**config.mk**
```make
export PLATFORM = sky130hd
export DESIGN_NAME = owsm_back
export DESIGN_NICKNAME = d
export VERILOG_FILES = /design/src/rtl/core/owsm_pkg.sv /design/src/rtl/core/owsm_back.sv
export SDC_FILE = /design/constraint.sdc
export NUM_CORES = 2
export LEC_CHECK = 0
export ABC_AREA = 0
export ABC_CLOCK_PERIOD_IN_PS = 98100
export BUFFER_PORTS_ARGS = -buffer_cell sky130_fd_sc_hd__buf_2
export CAP_MARGIN = 20
export CORE_MARGIN = 2
export CORE_UTILIZATION = 43
export CTS_CLUSTER_SIZE = 40
export DETAILED_ROUTE_END_ITERATION = 7
export GPL_TIMING_DRIVEN = 0
export HOLD_SLACK_MARGIN = 0.15
export MAX_ROUTING_LAYER = met4
export PLACE_DENSITY = 0.57
export SKIP_CTS_REPAIR_TIMING = 1
export SYNTH_ARGS = -nofsm -noshare
export SYNTH_HDL_FRONTEND = slang
export SYNTH_SLANG_ARGS = --single-unit
```
**constraint.sdc**
```tcl
create_clock -name clk -period 98.1 [get_ports clk]
set_clock_uncertainty 0.05 [all_clocks]
set_input_delay 19.62 -clock clk [delete_from_list [all_inputs] [get_ports clk]]
set_output_delay 19.62 -clock clk [all_outputs]
set_load 0.01 [all_outputs]
```
**src/rtl/core/owsm_pkg.sv**
```systemverilog
// ----------------------------------------------------------------------------
// owsm_pkg
// Shared constants and types for the three-wheel omni speed mixer.
// ----------------------------------------------------------------------------
package owsm_pkg;

  localparam int FRAC_BITS     = 13;
  localparam int ONE_Q         = 8192;
  localparam int QUOT_BITS     = 14;
  localparam int COEF_BITS     = 16;
  localparam int RADIUS_BITS   = 15;
  localparam int NUM_WHEELS    = 3;
  localparam int CFG_DATA_BITS = 16;
  localparam int REG_IDX_BITS  = 3;
  localparam int QUEUE_DEPTH   = 4;

  typedef enum logic [REG_IDX_BITS-1:0] {
    REG_W0_COS = 3'd0,
    REG_W0_SIN = 3'd1,
    REG_W1_COS = 3'd2,
    REG_W1_SIN = 3'd3,
    REG_W2_COS = 3'd4,
    REG_W2_SIN = 3'd5,
    REG_RADIUS = 3'd6
  } owsm_reg_t;

  typedef struct packed {
    logic full;
    logic empty;
  } owsm_queue_stat_t;

endpackage

```
**src/rtl/core/owsm_back.sv**
```systemverilog
// ----------------------------------------------------------------------------
// owsm_back
// Restoring divider pipeline, one quotient bit per stage, followed by the
// direction and duty output register.
// ----------------------------------------------------------------------------
module owsm_back #(
  parameter int VALUE_BITS = 16,
  parameter int DUTY_BITS  = 10
) (
  input  logic                                   clk,
  input  logic                                   rst,
  input  owsm_pkg::owsm_queue_stat_t             q_stat,
  output logic                                   pop,
  input  logic [(VALUE_BITS+5)*owsm_pkg::NUM_WHEELS+owsm_pkg::NUM_WHEELS
                +(VALUE_BITS+5)-1:0]             pop_data,
  output logic                                   out_valid,
  input  logic                                   out_stall,
  output logic                                   dir0,
  output logic [DUTY_BITS-1:0]                   duty0,
  output logic                                   dir1,
  output logic [DUTY_BITS-1:0]                   duty1,
  output logic                                   dir2,
  output logic [DUTY_BITS-1:0]                   duty2
);
  import owsm_pkg::*;

  localparam int MW   = VALUE_BITS + COEF_BITS + 2 - FRAC_BITS;
  localparam int NSTG = QUOT_BITS;
  localparam int PRW  = QUOT_BITS + DUTY_BITS;

  logic back_en;

  logic [MW-1:0]         h_rem [NUM_WHEELS];
  logic [NUM_WHEELS-1:0] h_neg;
  logic [MW-1:0]         h_div;

  logic [NSTG-1:0]       st_vld;
  logic [MW-1:0]         st_rem [NSTG][NUM_WHEELS];
  logic [QUOT_BITS-1:0]  st_quo [NSTG][NUM_WHEELS];
  logic [NUM_WHEELS-1:0] st_neg [NSTG];
  logic [MW-1:0]         st_div [NSTG];

  logic [QUOT_BITS-1:0]  src_quo [NSTG][NUM_WHEELS];
  logic [NUM_WHEELS-1:0] src_neg [NSTG];
  logic [MW-1:0]         src_div [NSTG];
  logic [MW-1:0]         nxt_rem [NSTG][NUM_WHEELS];
  logic [QUOT_BITS-1:0]  nxt_quo [NSTG][NUM_WHEELS];

  logic [PRW-1:0]        duty_prod [NUM_WHEELS];
  logic                  dir_bit   [NUM_WHEELS];
  logic [DUTY_BITS-1:0]  duty_val  [NUM_WHEELS];

  assign back_en = !(out_valid && out_stall);
  assign pop     = back_en && !q_stat.empty;

  always_comb begin
    for (int w = 0; w < NUM_WHEELS; w++) begin
      h_rem[w] = pop_data[w*MW +: MW];
      h_neg[w] = pop_data[NUM_WHEELS*MW + w];
    end
    h_div = pop_data[NUM_WHEELS*MW + NUM_WHEELS +: MW];
  end

  // Stage 0 settles the top quotient bit (the dividend never exceeds the
  // divisor); every later stage shifts the remainder left by one bit.
  always_comb begin
    logic [MW:0] trial;
    logic        ge;
    trial = '0;
    ge    = 1'b0;
    for (int s = 0; s < NSTG; s++) begin
      if (s == 0) begin
        src_neg[s] = h_neg;
        src_div[s] = h_div;
      end else begin
        src_neg[s] = st_neg[s-1];
        src_div[s] = st_div[s-1];
      end
      for (int w = 0; w < NUM_WHEELS; w++) begin
        if (s == 0) begin
          src_quo[s][w] = '0;
          trial         = {1'b0, h_rem[w]};
        end else begin
          src_quo[s][w] = st_quo[s-1][w];
          trial         = {st_rem[s-1][w], 1'b0};
        end
        ge            = (trial >= {1'b0, src_div[s]});
        nxt_rem[s][w] = ge ? MW'(trial - {1'b0, src_div[s]}) : MW'(trial);
        nxt_quo[s][w] = {src_quo[s][w][QUOT_BITS-2:0], ge};
      end
    end
  end

  always_ff @(posedge clk) begin
    if (rst) begin
      st_vld    <= '0;
      out_valid <= 1'b0;
    end else if (back_en) begin
      st_vld    <= {st_vld[NSTG-2:0], !q_stat.empty};
      out_valid <= st_vld[NSTG-1];
    end
  end

  always_ff @(posedge clk) begin
    if (back_en) begin
      for (int s = 0; s < NSTG; s++) begin
        for (int w = 0; w < NUM_WHEELS; w++) begin
          st_rem[s][w] <= nxt_rem[s][w];
          st_quo[s][w] <= nxt_quo[s][w];
        end
        st_neg[s] <= src_neg[s];
        st_div[s] <= src_div[s];
      end
    end
  end

  // Duty is |w| * (2^DUTY_BITS - 1) >> 13, done as a shift and a subtract.
  always_comb begin
    for (int w = 0; w < NUM_WHEELS; w++) begin
      duty_prod[w] = {st_quo[NSTG-1][w], {DUTY_BITS{1'b0}}}
                   - PRW'(st_quo[NSTG-1][w]);
    end
  end

  always_ff @(posedge clk) begin
    if (back_en) begin
      for (int w = 0; w < NUM_WHEELS; w++) begin
        // A negative speed that scales down to zero counts as forward.
        dir_bit[w]  <= !st_neg[NSTG-1][w] || (st_quo[NSTG-1][w] == '0);
        duty_val[w] <= duty_prod[w][FRAC_BITS +: DUTY_BITS];
      end
    end
  end

  assign dir0  = dir_bit[0];
  assign duty0 = duty_val[0];
  assign dir1  = dir_bit[1];
  assign duty1 = duty_val[1];
  assign dir2  = dir_bit[2];
  assign duty2 = duty_val[2];

endmodule

```
==> out/metrics.cfg <==
[run_status]
status=complete, no violations

[drt]
remaining_drc_errors=0
post_drt_wl_per_cell_um=23.2
drtIter0Drc=5557
wirelength_mm=288
antenna_left=0
dr.pass1.iters=7
vias=70700
avgViaCountPerCell=5.71

[grt]
grt_max_degree=75
grt_overflow=0
grt_pass1_vias=68000
antenna_found_initial=15
grt_pass1_wl_mm=423
grt_usage_pct=25.3

[synthesis]
synth_top_cells_by_count=1482 x edfxtp_1, 891 x ha_1, 800 x a21oi_1
synth_most_common_cell=edfxtp_1
async_flop_share_pct=0
yosys-top-cells-area=edfxtp_1 46%, ha_1 12%, mux2_2 4.2%, a21oi_1 4.2%, xnor2_1 3.2%
yosys_warnings=0
yosys_register_bits=1497
syn_inst=8933
synth_edf_count=1482
syn-num-nets=9955
syn_area_per_cell_um2=10.8
yosysSeqAreaShare_pct=46.6
synth_top_area_share_pct=46.3
synth_top_area_cell=edfxtp_1
synth_cell_type_count=84
syn-cell-area_mm2=0.0962
synthFlopType=edfxtp_1

[power]
p_sw_share_pct=40.9
p_comb_share_pct=50.4
power_density_mw_per_mm2=36.5
total_leakage_power_nw=44.2
clock_power_share_pct=17.1
p_switching_mw=1.60
p_seq_share_pct=32.6
peakVddDrop_v=0.0000192
intPower_mw=2.31

[final_layout]
layout-drive-gt1-share_pct=9.68
post-route-util_pct=48.2
nets=10300
area_delta_synth_final_pct=11.4

[setup_path]
cp.arrival_ps=20290
rr_endpoint=st_quo[1][245]$_DFFE_PN_
cp-endpoint=pop
cp.required_ps=78430
worst_setup_path_end_kind=primary output
path_max_fanout=8
rr_worst_depth=13
rr_startpoint=out_valid$_SDFFE_PP0N_
path_class=in -> out
r2r_slack_ps=93150
start_kind=input pin
startpoint=out_stall

[timing]
maxSlewHeadroom_pct=25.5
period_minus_slack_ps=39960
final_hold_viol_count=0
worst_slew_pin_slew_ps=1120
finalCritPeriodShare_pct=40.7
fin_setup_tns_ps=0
timing.fmax_mhz=25.0
rsz0062_at_grt=no
finalSetupViolCount=0
setup_ws_ps=58140
slew_violations=0

[floorplan]
start_util_pct=43.3
fp-row-count=173
pin_count=127
die_area_mm2=0.228
dieWidth_um=477
die_h_um=477
core_area_mm2=0.222

[clocking]
clk_latency_ps=840
clockBufferDepth=3
tritoncts=built
cts-buffers-inserted=172
h-tree-depth=4
path_clk_slew_ps=60
cts_root_buffer=clkbuf_16
cts.sinks=1497

[placed_design]
place_congestion=0.937
dpl_worst_slack_ps=58130
dpl.hpwl_mm=231
port_buffers=125

[min_path]
min_path_type=reg -> reg

[job]
drv_cap=0

[logic make-up after synthesis]
group	Yosys count	synth area share, %
AOI/OAI and AO/OA	2469	16.3
xor gates and xnor gates	590	5.37
adders and majority gates	930	12.4
buffers and inverters	718	2.87
DFF	1497	46.6
muxes	409	4.81
and+or+nand+nor	2320	11.7
[metrics by stage]
step | power (mW) | area (um2) | std cells | hold slack, ps
6_report | 3.91 | 107000 | 12400 | 341
5_1_grt | 4.17 | 107000 | 12400 | 363
4_1_cts | 3.92 | 107000 | 12400 | 348
3_5_place_dp | 3.23 | 101000 | 12100 | 355
3_3_place_gp | 3.21 | 101000 | 12000 | 351
2_1_floorplan | 2.61 | 96200 | 8933 | 350
[cells in the final DEF (no fill, tap or decap), types with 160 or more instances in the layout]
cell type,netlist,layout
nand2_1,543,543
inv_1,562,562
mux2_2,359,359
clkbuf_16,0,174
o21ai_0,487,487
a21o_1,334,334
buf_2,35,160
nor2_1,707,707
nor2b_1,169,169
xor2_1,239,239
edfxtp_1,1482,1482
xnor2_1,351,351
a21oi_1,800,800
ha_1,891,891
[sequential cells by signal, summed over array words and instances, names as in the netlist]
name	count
duty_val	30
st_div	273
st_rem	819
dir_bit	3
st_quo	315
st_vld	14
out_valid	1
st_neg	42
[layout make-up]
| cell class | count | area (um2) |
|---|---|---|
| repair buffers | 150 | 1300 |
| clock buffers | 201 | 4460 |
| fillers | 20200 | 115000 |
| diodes | 19 | 47.5 |
| clock inverters | 117 | 1450 |
| multi-input cells | 6718 | 48600 |
| inverters | 563 | 2110 |
| plain buffers | 155 | 652 |
| well taps | 2975 | 3720 |
| flip-flops and latches | 1497 | 44800 |
[power groups by stage]
stage / Clock [mW] / Combinational [mW] / Sequential [mW]
floorplan: 0 / 1.45 / 1.16
global placement: 0 / 1.93 / 1.29
detailed placement: 0 / 1.94 / 1.29
CTS: 0.686 / 1.96 / 1.28
global route: 0.710 / 2.17 / 1.29
finish: 0.668 / 1.97 / 1.27
[worst min-delay path by stage]
stage	from	to	slack, ps	cells after the start
global placement	st_quo[1][117]$_DFFE_PN_	st_quo[1][160]$_DFFE_PN_	350	0
global route	st_quo[1][177]$_DFFE_PN_	st_quo[1][220]$_DFFE_PN_	360	0
finish	st_quo[1][89]$_DFFE_PN_	st_quo[1][132]$_DFFE_PN_	340	0
CTS	st_quo[1][89]$_DFFE_PN_	st_quo[1][132]$_DFFE_PN_	350	0
detailed placement	st_quo[0][114]$_DFFE_PN_	st_quo[0][157]$_DFFE_PN_	350	0
floorplan	st_neg[0][7]$_DFFE_PN_	st_neg[0][10]$_DFFE_PN_	350	0
[layer usage]
layer | routed length, um | share of wire (%) | GRT usage (%)
met1 | 129000 | 45 | 32.8
met2 | 139000 | 48 | 41.4
met3 | 10700 | 3.7 | 2.63
met4 | 9420 | 3.3 | 8.73
met5 | 0 | 0 | -
[critical path, stage by stage]
cell and delay (ps):
buf_2 90, and2_1 120, clkbuf_1 170, nor2_1 150
buf_2 150
Power figures use the tool's default switching activity.
