==> src/rtl/core/owsm_pkg.sv <==
// ----------------------------------------------------------------------------
// owsm_pkg
// Shared constants and types for the three-wheel omni speed mixer.
// ----------------------------------------------------------------------------
package owsm_pkg;

  localparam int FRAC_BITS     = 13;
  localparam int ONE_Q         = 8192;
  localparam int QUOT_BITS     = 14;
  localparam int COEF_BITS     = 16;
  localparam int RADIUS_BITS   = 15;
  localparam int NUM_WHEELS    = 3;
  localparam int CFG_DATA_BITS = 16;
  localparam int REG_IDX_BITS  = 3;
  localparam int QUEUE_DEPTH   = 4;

  typedef enum logic [REG_IDX_BITS-1:0] {
    REG_W0_COS = 3'd0,
    REG_W0_SIN = 3'd1,
    REG_W1_COS = 3'd2,
    REG_W1_SIN = 3'd3,
    REG_W2_COS = 3'd4,
    REG_W2_SIN = 3'd5,
    REG_RADIUS = 3'd6
  } owsm_reg_t;

  typedef struct packed {
    logic full;
    logic empty;
  } owsm_queue_stat_t;

endpackage

==> src/rtl/core/owsm_queue.sv <==
// ----------------------------------------------------------------------------
// owsm_queue
// Short first-in first-out queue between the front and the back pipelines.
// ----------------------------------------------------------------------------
module owsm_queue #(
  parameter int WIDTH = 64,
  parameter int DEPTH = 4
) (
  input  logic                         clk,
  input  logic                         rst,
  input  logic                         push,
  input  logic [WIDTH-1:0]             push_data,
  input  logic                         pop,
  output logic [WIDTH-1:0]             pop_data,
  output owsm_pkg::owsm_queue_stat_t   stat
);
  import owsm_pkg::*;

  localparam int PTR_BITS = (DEPTH > 1) ? $clog2(DEPTH) : 1;
  localparam int CNT_BITS = $clog2(DEPTH + 1);

  logic [WIDTH-1:0]    entry [DEPTH];
  logic [PTR_BITS-1:0] wr_ptr;
  logic [PTR_BITS-1:0] rd_ptr;
  logic [CNT_BITS-1:0] count;

  function automatic logic [PTR_BITS-1:0] ptr_inc(input logic [PTR_BITS-1:0] p);
    return (p == PTR_BITS'(DEPTH - 1)) ? '0 : p + PTR_BITS'(1);
  endfunction

  always_ff @(posedge clk) begin
    if (rst) begin
      wr_ptr <= '0;
      rd_ptr <= '0;
      count  <= '0;
    end else begin
      if (push) begin
        wr_ptr <= ptr_inc(wr_ptr);
      end
      if (pop) begin
        rd_ptr <= ptr_inc(rd_ptr);
      end
      if (push && !pop) begin
        count <= count + CNT_BITS'(1);
      end else if (pop && !push) begin
        count <= count - CNT_BITS'(1);
      end
    end
  end

  always_ff @(posedge clk) begin
    if (push) begin
      entry[wr_ptr] <= push_data;
    end
  end

  assign pop_data   = entry[rd_ptr];
  assign stat.full  = (count == CNT_BITS'(DEPTH));
  assign stat.empty = (count == '0);

endmodule

==> config.mk <==
export PLATFORM = sky130hd
export DESIGN_NAME = owsm_queue
export DESIGN_NICKNAME = d
export VERILOG_FILES = /design/src/rtl/core/owsm_pkg.sv /design/src/rtl/core/owsm_queue.sv
export SDC_FILE = /design/constraint.sdc
export NUM_CORES = 1
export LEC_CHECK = 0
export BUFFER_PORTS_ARGS = -buffer_cell sky130_fd_sc_hd__buf_2
export CELL_PAD_IN_SITES_DETAIL_PLACEMENT = 0
export CELL_PAD_IN_SITES_GLOBAL_PLACEMENT = 1
export CORE_UTILIZATION = 40
export CTS_BUF_LIST = sky130_fd_sc_hd__clkbuf_8
export CTS_CLUSTER_DIAMETER = 50
export CTS_CLUSTER_SIZE = 10
export DETAILED_ROUTE_END_ITERATION = 6
export HOLD_SLACK_MARGIN = 0.02
export PLACE_DENSITY_LB_ADDON = 0.1
export SYNTH_ARGS = -nofsm -noshare
export SYNTH_HDL_FRONTEND = slang
export SYNTH_SLANG_ARGS = --single-unit
export TNS_END_PERCENT = 50
==> constraint.sdc <==
create_clock -name clk -period 5.1 [get_ports clk]
set_input_delay 1.02 -clock clk [delete_from_list [all_inputs] [get_ports clk]]
set_output_delay 1.02 -clock clk [all_outputs]
set_load 0.05 [all_outputs]
==> results of run 1 <==
## where the power goes
group,total (W),switching [W],internal [W]
sequential,0.00254,0.0000509,0.00249
clock,0.00126,0.000696,0.000561
combinational,0.000589,0.000411,0.000178
## routing by layer
layer | vias to the layer above | track usage, %
li1 | 1918 | -
met1 | 2248 | 19.4
met2 | 114 | 24.5
met3 | 34 | 3.64
met4 | 4 | 4.26
met5 | - | 0
## cells by family (layout without fill, tap and decap cells)
family          Yosys count  count (layout)  share of synthesized area [%]
buf+inv                  18             195                           1.86
xor+xnor                  2               2                          0.180
simple gates             15              15                          0.796
fa+ha+maj                 7               7                          0.975
mux                      68              68                           15.3
compound gates            3               3                          0.154
flops                   265             265                           80.7
## registers in the layout (all words and copies together), names as in the netlist, named ones only
name / cells
entry: 256
count: 3
rd_ptr: 2
wr_ptr: 2
## worst paths after layout
check / startpoint / to / slack (ps) / cells after the start
hold / removal: count[2] / count[2] / 540 / 2
setup reg to reg: wr_ptr[0] / entry[3][49] / 3240 / 2
setup / recovery: flip-flop / pop_data[56] / 1380 / 3
hold reg to reg: count[2] / count[2] / 540 / 2
## area by class of cell
type                    instances  area, um2
inverters                       4       15.0
clock buffers                  31        427
multi-input cells              95       1710
well taps                     319        399
fillers                      2061      12500
repair buffers                135        681
flip-flops and latches        265       7880
clock inverters                25       95.1
## per-stage QoR
step	std cells	power [W]	hold WS, ps	util (%)
5_1_grt	874	0.00459	577	47.3
4_1_cts	874	0.00447	540	47.3
3_3_place_gp	818	0.00318	480	45.1
3_5_place_dp	818	0.00320	530	45.1
6_report	874	0.00439	537	47.3
2_1_floorplan	378	0.00304	460	-
## tightest hold or removal path, stage by stage (launching register included)
cell     delay, ps
dfxtp_1        330
o21ai_0         90
a21oi_1         70
## Yosys cell counts
library cell and count:
o21ai_0 1, a21oi_1 2, nor2_1 7, buf_12 6
fa_1 1, dfxtp_1 9, edfxtp_1 256, buf_6 1
nor3_1 1, mux2i_1 4, and2_1 4, or3_1 1
xor2_1 2, inv_1 4, mux4_2 60, buf_2 6
nor3b_1 2, clkbuf_2 1, ha_1 6, mux4_1 4
==> results.txt, run 1 <==
- The run finished with clean final reports.
- Die area: 0.0250 mm2
- Required time reported for the critical path endpoint: 4080 ps
- For this block, the via count after detailed routing is 4318.
- For the pin with the worst max-slew slack, the measured transition is 1050 ps.
- Global routing finished with a remaining overflow of 0.
- In this run the core area contains 56 standard-cell rows.
- Buffers placed on the I/O ports in this run total 133.
* Die Wd: 158 um
- Maximum number of pins on one net before global-route repair: 65
- Clock-pin slew was measured on the worst setup and hold paths at 70 ps.
* Buf+Inv Stages, Crit Path: 2
* Routed length on met2: 8880 um
- For this run, the total global-route usage over all layers was measured as 14.8%.
- The min-delay analysis places its worst path in the category reg -> reg.
- Across the routed clock network, the largest skew measured is 7.93 ps.
* Critical path launch point type: flip-flop
* Die Y-Extent: 158 um
- Clock period minus final worst setup slack: 3720 ps
* Number of H-tree branching levels: 1
- The synthesized design contains 265 register bits.
* Setup repair after global routing missed its margin: no
- The detailed router used layers up to and including met5.
* P&R area growth vs syn: 14.9%
- The initial utilization of the core area, before any placement, comes to 41.2%.
- Arrival time worst endpoint: 2700 ps
- Most common library cell in the layout ignoring fill and taps: edfxtp_1
* Placed inst area: 0.0107 mm2
- The detail route stage leaves a number of antenna-violating nets equal to 0.
- TritonCTS built the clock tree.
- After layout, the worst path uses 73.0% of the clock period.
- Vias in the first global route: 4818
* Number of vias per cell after detailed routing: 4.94
* Placeable Area: 0.0237 mm2
- Of the cells placed in the final design, the portion with a size suffix greater than 1 is 42.0%.
- First-pass GRT wire length: 27300 um
* Number of nets produced by synthesis: 453
- Power density over the cells: 392 mW/mm2
- After synthesis, the mean cell area works out to 25.8 um2.
- Number of antenna violations at the first check in global routing: 2
- Before antenna repair, the detailed router went through 4 iterations.
* Total met3 wirelength after detailed routing: 1080 um
* Number of setup violations in the final report: 0
* Share of the synthesized area in the top cell type: 78.8%
* Leakage: 3.82 nW
- The tool flagged a number of max-cap violations equal to 0.
* Setup Crit Path Kind: reg -> out
- # diodes: 0
* Ports: 134
- Final TNS setup: 0 ps
- Synthesis produced a netlist whose cell count is 378.
- Measured against its own limit, the worst slew margin works out to 29.8%.
- Number of pins with negative max-slew slack in the final report: 0
- In this run, distinct cell masters in the synthesized netlist total 20.
* Number of DRC markers in iteration 0: 284
- Setup slack closes at 1380 ps.
- After synthesis, flip-flops and latches occupy 80.7% of the total area.
- The wire-length estimate of the detail-placed layout is 9690 um.
- Broken down by cell family, the worst path's largest delay share belongs to flip-flops.
- The finished cells cover 0.0112 mm2.
- In this run the cell area of the synthesized design comes to 0.00975 mm2.
- Max Clk Rate: 268 MHz
- Final Hold Fails: 0
- Summed over all instances, the cell type with the most area after synthesis is edfxtp_1.
* Slowest stage cell on the critical path: dfxtp_4
- Prior to clock tree synthesis, the placed netlist has a worst setup slack of 1840 ps.
- Post-CTS sizing: 0
* Crit Path Max Fanout: 30
- In the routed design, unresolved DRC markers number 0.
- After detailed routing, the wire length on met1 is 7580 um.
- At the later pin of the worst-skew pair, clock insertion delay measures 550 ps.
* Hold Buf Count CTS: 0
- Counting every sink on the clock net gives 265.
- Synth warnings: 0
- Critical Path, Cell by Cell: buf_4 > mux4_1 > buf_2
* Worst VDD drop: 0.000207 V
- Number of CTS-inserted buffers: 30
- In the post-synthesis netlist, the biggest area contributors are edfxtp_1, mux4_2, dfxtp_1.
- In this run the post-CTS setup repair buffer count came out at 0.
- Biggest cell delay along the critical path: 760 ps
- The longest clock path from root to sink contains 3 buffers.
* Commonest cells after routing, fill and taps aside: edfxtp_1, buf_2, mux4_2
* Root buffer cell: clkbuf_8
* Number of nets in the layout: 606
* Final estimated routing congestion in global placement: 0.659
- The worst setup path is captured at a primary output.
- Wires add up to 17900 um.
- In the final routed layout, each cell accounts on average for 20.4 um.
No activity file was read; power rests on OpenSTA's default activity.
==> run 2, diff against run 1 <==
==> constraint.sdc (replaced) <==
create_clock -name clk -period 3.1 [get_ports clk]
set_input_delay 0.62 -clock clk [delete_from_list [all_inputs] [get_ports clk]]
set_output_delay 0.62 -clock clk [all_outputs]
set_load 0.05 [all_outputs]
==> run 2 against run 1 <==
Compared with the run above: clock skew up 13 ps; register-to-register slack worse by 1900 ps; sequential power up 64%; die area unchanged; clock power up 94%; routed wire length up 0.76%; critical endpoint is now pop_data[6]; largest cell class unchanged.
==> results.txt, run 2 (synthesis results as in run 1) <==
* Crit end category: primary output
- The number of flip-flops in the largest register came to 256 (unchanged).
- The count of fill cells added during filler insertion is 2028 (-1.6%).
- Destination of the worst register-to-register timing path: entry[2][25]
* Residual antenna-violating net count after detailed routing: 0 (unchanged)
- Number of H-tree branching levels: 2 (+1)
* Number of setup violations in the final report: 0 (unchanged)
* CP delay by family, top: flip-flops
- The global-route wire length before repair is 27100 um (-0.76%).
- Crit Path Max Fanout: 26 (-13%)
* Placeable Area: 0.0237 mm2 (unchanged)
- P&R area growth vs syn: 17.6%
* Worst VDD drop: 0.000362 V (+75%)
- Power density over the cells: 665 mW/mm2 (+70%)
- Proportion of layout cells with a drive suffix above 1: 44.7% (+2.8 points)
- The detailed placement HPWL is 10300 um (+6.2%).
- Number of antenna violations at the first check in global routing: 2 (unchanged)
- The final wirelength came to 18000 um (+0.76%).
* Met2 track utilization from global routing: 24.0% (-0.50 points)
- Regs by FF count: entry x256, count x3
- In the layout the commonest cells are edfxtp_1, buf_2, mux4_2.
- The number of clock buffers inserted by TritonCTS came to 34 (+13%).
- The total I/O pin count is 134 (unchanged).
- Clock-pin transition on the worst setup and hold timing paths: 70 ps (about the same)
* Max-cap viol count: 0 (unchanged)
* Placed inst area: 0.0108 mm2 (+1.5%)
- Setup Crit Path Kind: reg -> out
- The via density per instance is 4.96 (+0.38%).
* Final estimated routing congestion in global placement: 0.692 (+5.1%)
- In the finished design, the share of the clock period the worst path needs comes to 92.6%.
* Final Hold Fails: 0 (unchanged)
- Register name with the most flops: entry
* Number of nets in the layout: 619 (+2.1%)
- The buffer and inverter count on the worst path is 2 (unchanged).
- End point of the critical path: pop_data[6]
* Total number of cells along the worst setup path: 3 (unchanged)
* TritonCTS Sinks: 265 (unchanged)
- Reg2reg setup slack: 1380 ps (-1860 ps)
- CTS placed an instance of clkbuf_8 at the clock tree root.
- The slew at the pin closest to its max-slew limit came to 556 ps (-497 ps).
* Max-Slew Margin vs Limit: 63.0% (+33 points)
* Critical Path, Cell by Cell: buf_12 > mux4_2 > buf_2
- The total iterations of the first detailed-routing run was 4 (unchanged).
* Biggest cell delay along the critical path: 630 ps (-130 ps)
- The summed area of non-filler cells in the final layout is 0.0115 mm2 (+2.3%).
- Die area: 0.0250 mm2 (unchanged)
- The hold buffer count at CTS was 0 (unchanged).
- Critical R2R Launch: wr_ptr[0]
- Maximum number of pins on one net before global-route repair: 50 (-23%)
* Critical path launch point type: flip-flop
- The worst hold path belongs to the class in -> reg.
- Result of the run: complete, no violations
- The post-CTS setup repair buffer count was 0 (unchanged).
- Vias after detailed routing: 4369 (+1.2%)
- The maximum number of buffers from clock root to sink is 3 (unchanged).
- The critical path data required time was 2480 ps (-1600 ps).
* Setup repair after global routing missed its margin: no
- The clock skew after layout came to 21.0 ps (+13.1 ps).
- Insertion delay to the later sink of the worst-skew pair: 510 ps (-40 ps)
* GR met3 Demand/Resource: 4.41% (+0.77 points)
- The effective utilization at floorplan is 41.2% (unchanged).
- Total global routing overflow: 0 (unchanged)
- The total design power was 0.00762 W (+74%).
- The die boundary height was 158 um (unchanged).
- The initial detailed-routing violation count is 206 (-27%).
* Leakage: 3.89 nW (+1.9%)
- Max Clk Rate: 348 MHz
* Number of pins with negative max-slew slack in the final report: 0 (unchanged)
- The x dimension of the die is 158 um (unchanged).
- Most Crowded Layer GR: met2
* Clock period minus final worst setup slack: 2870 ps
- Post-CTS sizing: 0 (unchanged)
- The number of I/O port buffers was 133 (unchanged).
* Detailed-route wire length per cell: 20.4 um (about the same)
- Worst hold slack after final layout: 321 ps (-216 ps)
* Clock tree from TritonCTS: built
* Slowest stage cell on the critical path: dfxtp_4
- R2R cell count: 4 (+2)
- The met1 global-route usage was 19.4% (-0.036 points).
- Most common library cell in the layout ignoring fill and taps: edfxtp_1
- The final routed DRC violation total was 0 (unchanged).
- Arrival time worst endpoint: 2250 ps (-450 ps)
- The site row count came to 56 (unchanged).
* Total Routing Usage GR: 14.9% (+0.10 points)
- Final TNS setup: 0 ps (unchanged)
- The via count of the first global-routing pass came to 4744 (-1.5%).
run 2: metal layers:
layer  routed length (um)  vias to the layer above
li1                     -                     1946
met1                 7950                     2287
met4                  352                        4
met2                 8690                       99
met3                  979                       33
met5                   23                        -
run 2: worst register-to-register path: cells and delay by family (launching register included):
kind	cells	cell delay (ps)
simple gates	1	510
buf+inv	2	410
flops	1	350
fa+ha+maj	1	150
run 2: cell type report:
cell class / count / area (um2) / share of cell area, %
timing repair buffer: 144 / 836 / 7.29
sequential: 265 / 7880 / 68.7
multi-input combinational: 95 / 1710 / 14.9
inverter: 4 / 15.0 / 0.131
clock buffer: 37 / 509 / 4.44
tap: 319 / 399 / 3.48
clock inverter: 16 / 118 / 1.03
antenna: 1 / 2.50 / 0.0218
run 2: worst min-delay path by stage:
stage / startpoint / to / depth (start not counted)
after floorplan: count[2] / count[2] / 2
after global placement: count[2] / count[2] / 2
after detailed placement: count[2] / count[2] / 2
after CTS: push_data[8] / entry[3][8] / 1
after global routing: push_data[31] / entry[0][31] / 1
final: push_data[31] / entry[0][31] / 1
run 2: metrics by stage:
| stage | util, % | std cells | worst slack [ps] |
|---|---|---|---|
| 2_1_floorplan | - | 378 | 545 |
| 3_3_place_gp | 45.8 | 827 | 699 |
| 3_5_place_dp | 45.8 | 827 | 713 |
| 4_1_cts | 48.4 | 880 | 124 |
| 5_1_grt | 48.4 | 880 | 46.8 |
| 6_report | 48.4 | 881 | 228 |
run 2: report_power, final:
group / internal, W / total (W) / leakage (nW) / switching (W)
clock: 0.00126 / 0.00244 / 0.355 / 0.00119
sequential: 0.00410 / 0.00416 / 2.43 / 0.0000641
combinational: 0.000315 / 0.00102 / 1.11 / 0.000701
total: 0.00567 / 0.00762 / 3.89 / 0.00195
==> run 3, diff against run 2 <==
--- a/config.mk
+++ b/config.mk
@@ -13,6 +13,7 @@
 export CTS_CLUSTER_DIAMETER = 50
 export CTS_CLUSTER_SIZE = 10
 export DETAILED_ROUTE_END_ITERATION = 6
+export GPL_TIMING_DRIVEN = 0
 export HOLD_SLACK_MARGIN = 0.02
 export PLACE_DENSITY_LB_ADDON = 0.1
 export SYNTH_ARGS = -nofsm -noshare
==> run 3 against run 2 <==
Compared with the run above: first-iteration DRC count is 9.2% lower; sequential cell count unchanged; routed wire length decreased by 2.7%; sequential share of layout area about the same; non-clock buffer count increased by 7; total power decreased by 3.4%; clock skew fell by 12 ps; via count decreased by 0.16%; critical endpoint is now pop_data[60]; largest power group unchanged.
==> results.txt, run 3 (synthesis results as in run 1) <==
- The largest registers in the layout are entry x256, count x3.
- Result of the run: complete, no violations
- The worst-case vdd ir drop was 0.000286 V (-21%).
- The slew at the pin closest to its max-slew limit came to 561 ps (+5.69 ps).
- The site row count was 56 (unchanged).
- The count of H-tree levels built during CTS came to 1 (-1).
* Buffers inserted during post-CTS setup optimization: 0 (unchanged)
- The global-route total usage across every layer was 14.5% (-0.45 points).
- P&R area growth vs syn: 17.5% (about the same)
- The minimum clock period is 2690 ps (-179 ps).
- The critical path data required time came to 2480 ps (about the same).
- First-pass GRT wire length: 26800 um (-1.2%)
- The met1 global-route usage came to 19.1% (-0.30 points).
- The worst setup path is launched from a flip-flop.
- The latest clock arrival within the worst-skew pair came to 570 ps (+60 ps).
- Detail Placement HPWL: 10300 um (about the same)
- The antenna diode instance count is 0 (-1).
- GR met3 Demand/Resource: 3.07% (-1.3 points)
- STA classifies the critical path endpoint as a primary output.
* Post-route worst setup slack: 407 ps (+179 ps)
- Total routed wirelength: 17500 um (-2.7%)
* Initial Utilization: 41.2% (unchanged)
- Die area: 0.0250 mm2 (unchanged)
- Max-Slew Margin vs Limit: 62.6% (-0.38 points)
* Hold Buf Count CTS: 0 (unchanged)
- The final number of hold-violating endpoints was 0 (unchanged).
- Register name with the most flops: entry
- Setup repair after global routing left no endpoint under its margin.
* Worst slack after detailed placement: 938 ps (+225 ps)
- The clock-pin transition on the worst setup and hold timing paths is 70 ps (about the same).
- The total iterations of the first detailed-routing run came to 4 (unchanged).
* Arrival time worst endpoint: 2070 ps (-180 ps)
- Proportion of layout cells with a drive suffix above 1: 44.3% (-0.42 points)
- Buf+Inv Stages, Crit Path: 3 (+1)
- Residual antenna-violating net count after detailed routing: 0 (unchanged)
* Root buffer cell: clkbuf_8
- Critical Path, Cell by Cell: clkbuf_2 > buf_2 > mux4_2 > buf_2
- Most Crowded Layer GR: met2
- The die boundary height was 158 um (unchanged).
- The maximum number of buffers from clock root to sink came to 3 (unchanged).
- The overall via count from detail_route came to 4362 (-0.16%).
- The core area came to 0.0237 mm2 (unchanged).
* Ports: 134 (unchanged)
- The number of setup violations in the final report came to 0 (unchanged).
* Maximum number of pins on one net before global-route repair: 38 (-24%)
* Count of port buffers added during placement: 133 (unchanged)
- CP delay by family, top: buffers and inverters
- TritonCTS built the clock tree.
- Detailed-route wire length per cell: 19.8 um (-2.9%)
- Biggest cell delay along the critical path: 370 ps (-260 ps)
- The initial detailed-routing violation count was 187 (-9.2%).
* Setup Crit Path Kind: reg -> out
- Count of unresolved DRC violations after routing: 0 (unchanged)
* Max Clk Rate: 371 MHz (+6.7%)
- Total power: 0.00736 W (-3.4%)
- Vias in the first global route: 4732 (-0.25%)
- TritonCTS Sinks: 265 (unchanged)
- Max-cap viol count: 0 (unchanged)
- Commonest cells after routing, fill and taps aside: edfxtp_1, buf_2, mux4_2
- Number of nets in the layout: 623 (+0.65%)
* Leakage: 3.91 nW (+0.43%)
- The number of flip-flops in the largest register is 256 (unchanged).
* Number of vias per cell after detailed routing: 4.94 (-0.39%)
- Final TNS setup: 0 ps (unchanged)
* Met2 track utilization from global routing: 24.1% (+0.10 points)
- Leaving out fill and tap cells, the most frequent cell in the layout is edfxtp_1.
* Total global routing overflow: 0 (unchanged)
- The final max-slew violation count is 0 (unchanged).
* Final estimated routing congestion in global placement: 0.707 (+2.1%)
- Hold Path Class: in -> reg
- Fin crit share: 86.9% (-5.8 points)
- The number of antenna violations at the first check in global routing was 1 (-1).
- Die Wd: 158 um (unchanged)
- Clk_skew: 8.61 ps (-12.4 ps)
- The number of resized instances in the post-cts repair step is 0 (unchanged).
* Slowest stage cell on the critical path: mux4_2
* Power density over the cells: 642 mW/mm2 (-3.3%)
- Most frequent cell on the critical path: buf_2
- The largest driver fanout on the critical path is 10 (-62%).
* Number of CTS-inserted buffers: 31 (-8.8%)
-- run 3: cell type report --
class | count | area, um2
fillers | 2032 | 12200
flip-flops and latches | 265 | 7870
multi-input cells | 95 | 1710
repair buffers | 137 | 761
clock buffers | 32 | 440
well taps | 319 | 399
plain buffers | 14 | 166
clock inverters | 17 | 95.1
inverters | 4 | 15.0
-- run 3: path summary, 6_finish.rpt --
path                        to  cells past startpoint  slack [ps]           from
hold reg to reg       count[2]                      2         540       count[2]
setup / recovery  pop_data[60]                      4         410      flip-flop
hold / removal    entry[3][49]                      1         260  push_data[49]
setup reg to reg  entry[0][43]                      4        1360      wr_ptr[0]
-- run 3: per-layer routing --
metal  vias to the layer above  part of all wire (%)
li1                       1951                     -
met1                      2258                    43
met2                       117                    50
met3                        34                   5.5
met4                         2                   2.0
met5                         -                 0.074
-- run 3: per-stage QoR --
step	area [um2]	std cells	hold WS [ps]	utilization (%)
6_report	11500	883	265	48.4
2_1_floorplan	9750	378	460	-
4_1_cts	11500	883	219	48.4
3_5_place_dp	10900	834	518	46.1
5_1_grt	11500	883	221	48.4
3_3_place_gp	10800	830	482	45.7
-- run 3: power breakdown --
part | switching (W) | total [W] | internal [W] | leakage, nW
registers | 0.0000383 | 0.00414 | 0.00410 | 2.43
clock network | 0.00114 | 0.00216 | 0.00102 | 0.319
logic | 0.000728 | 0.00106 | 0.000330 | 1.16
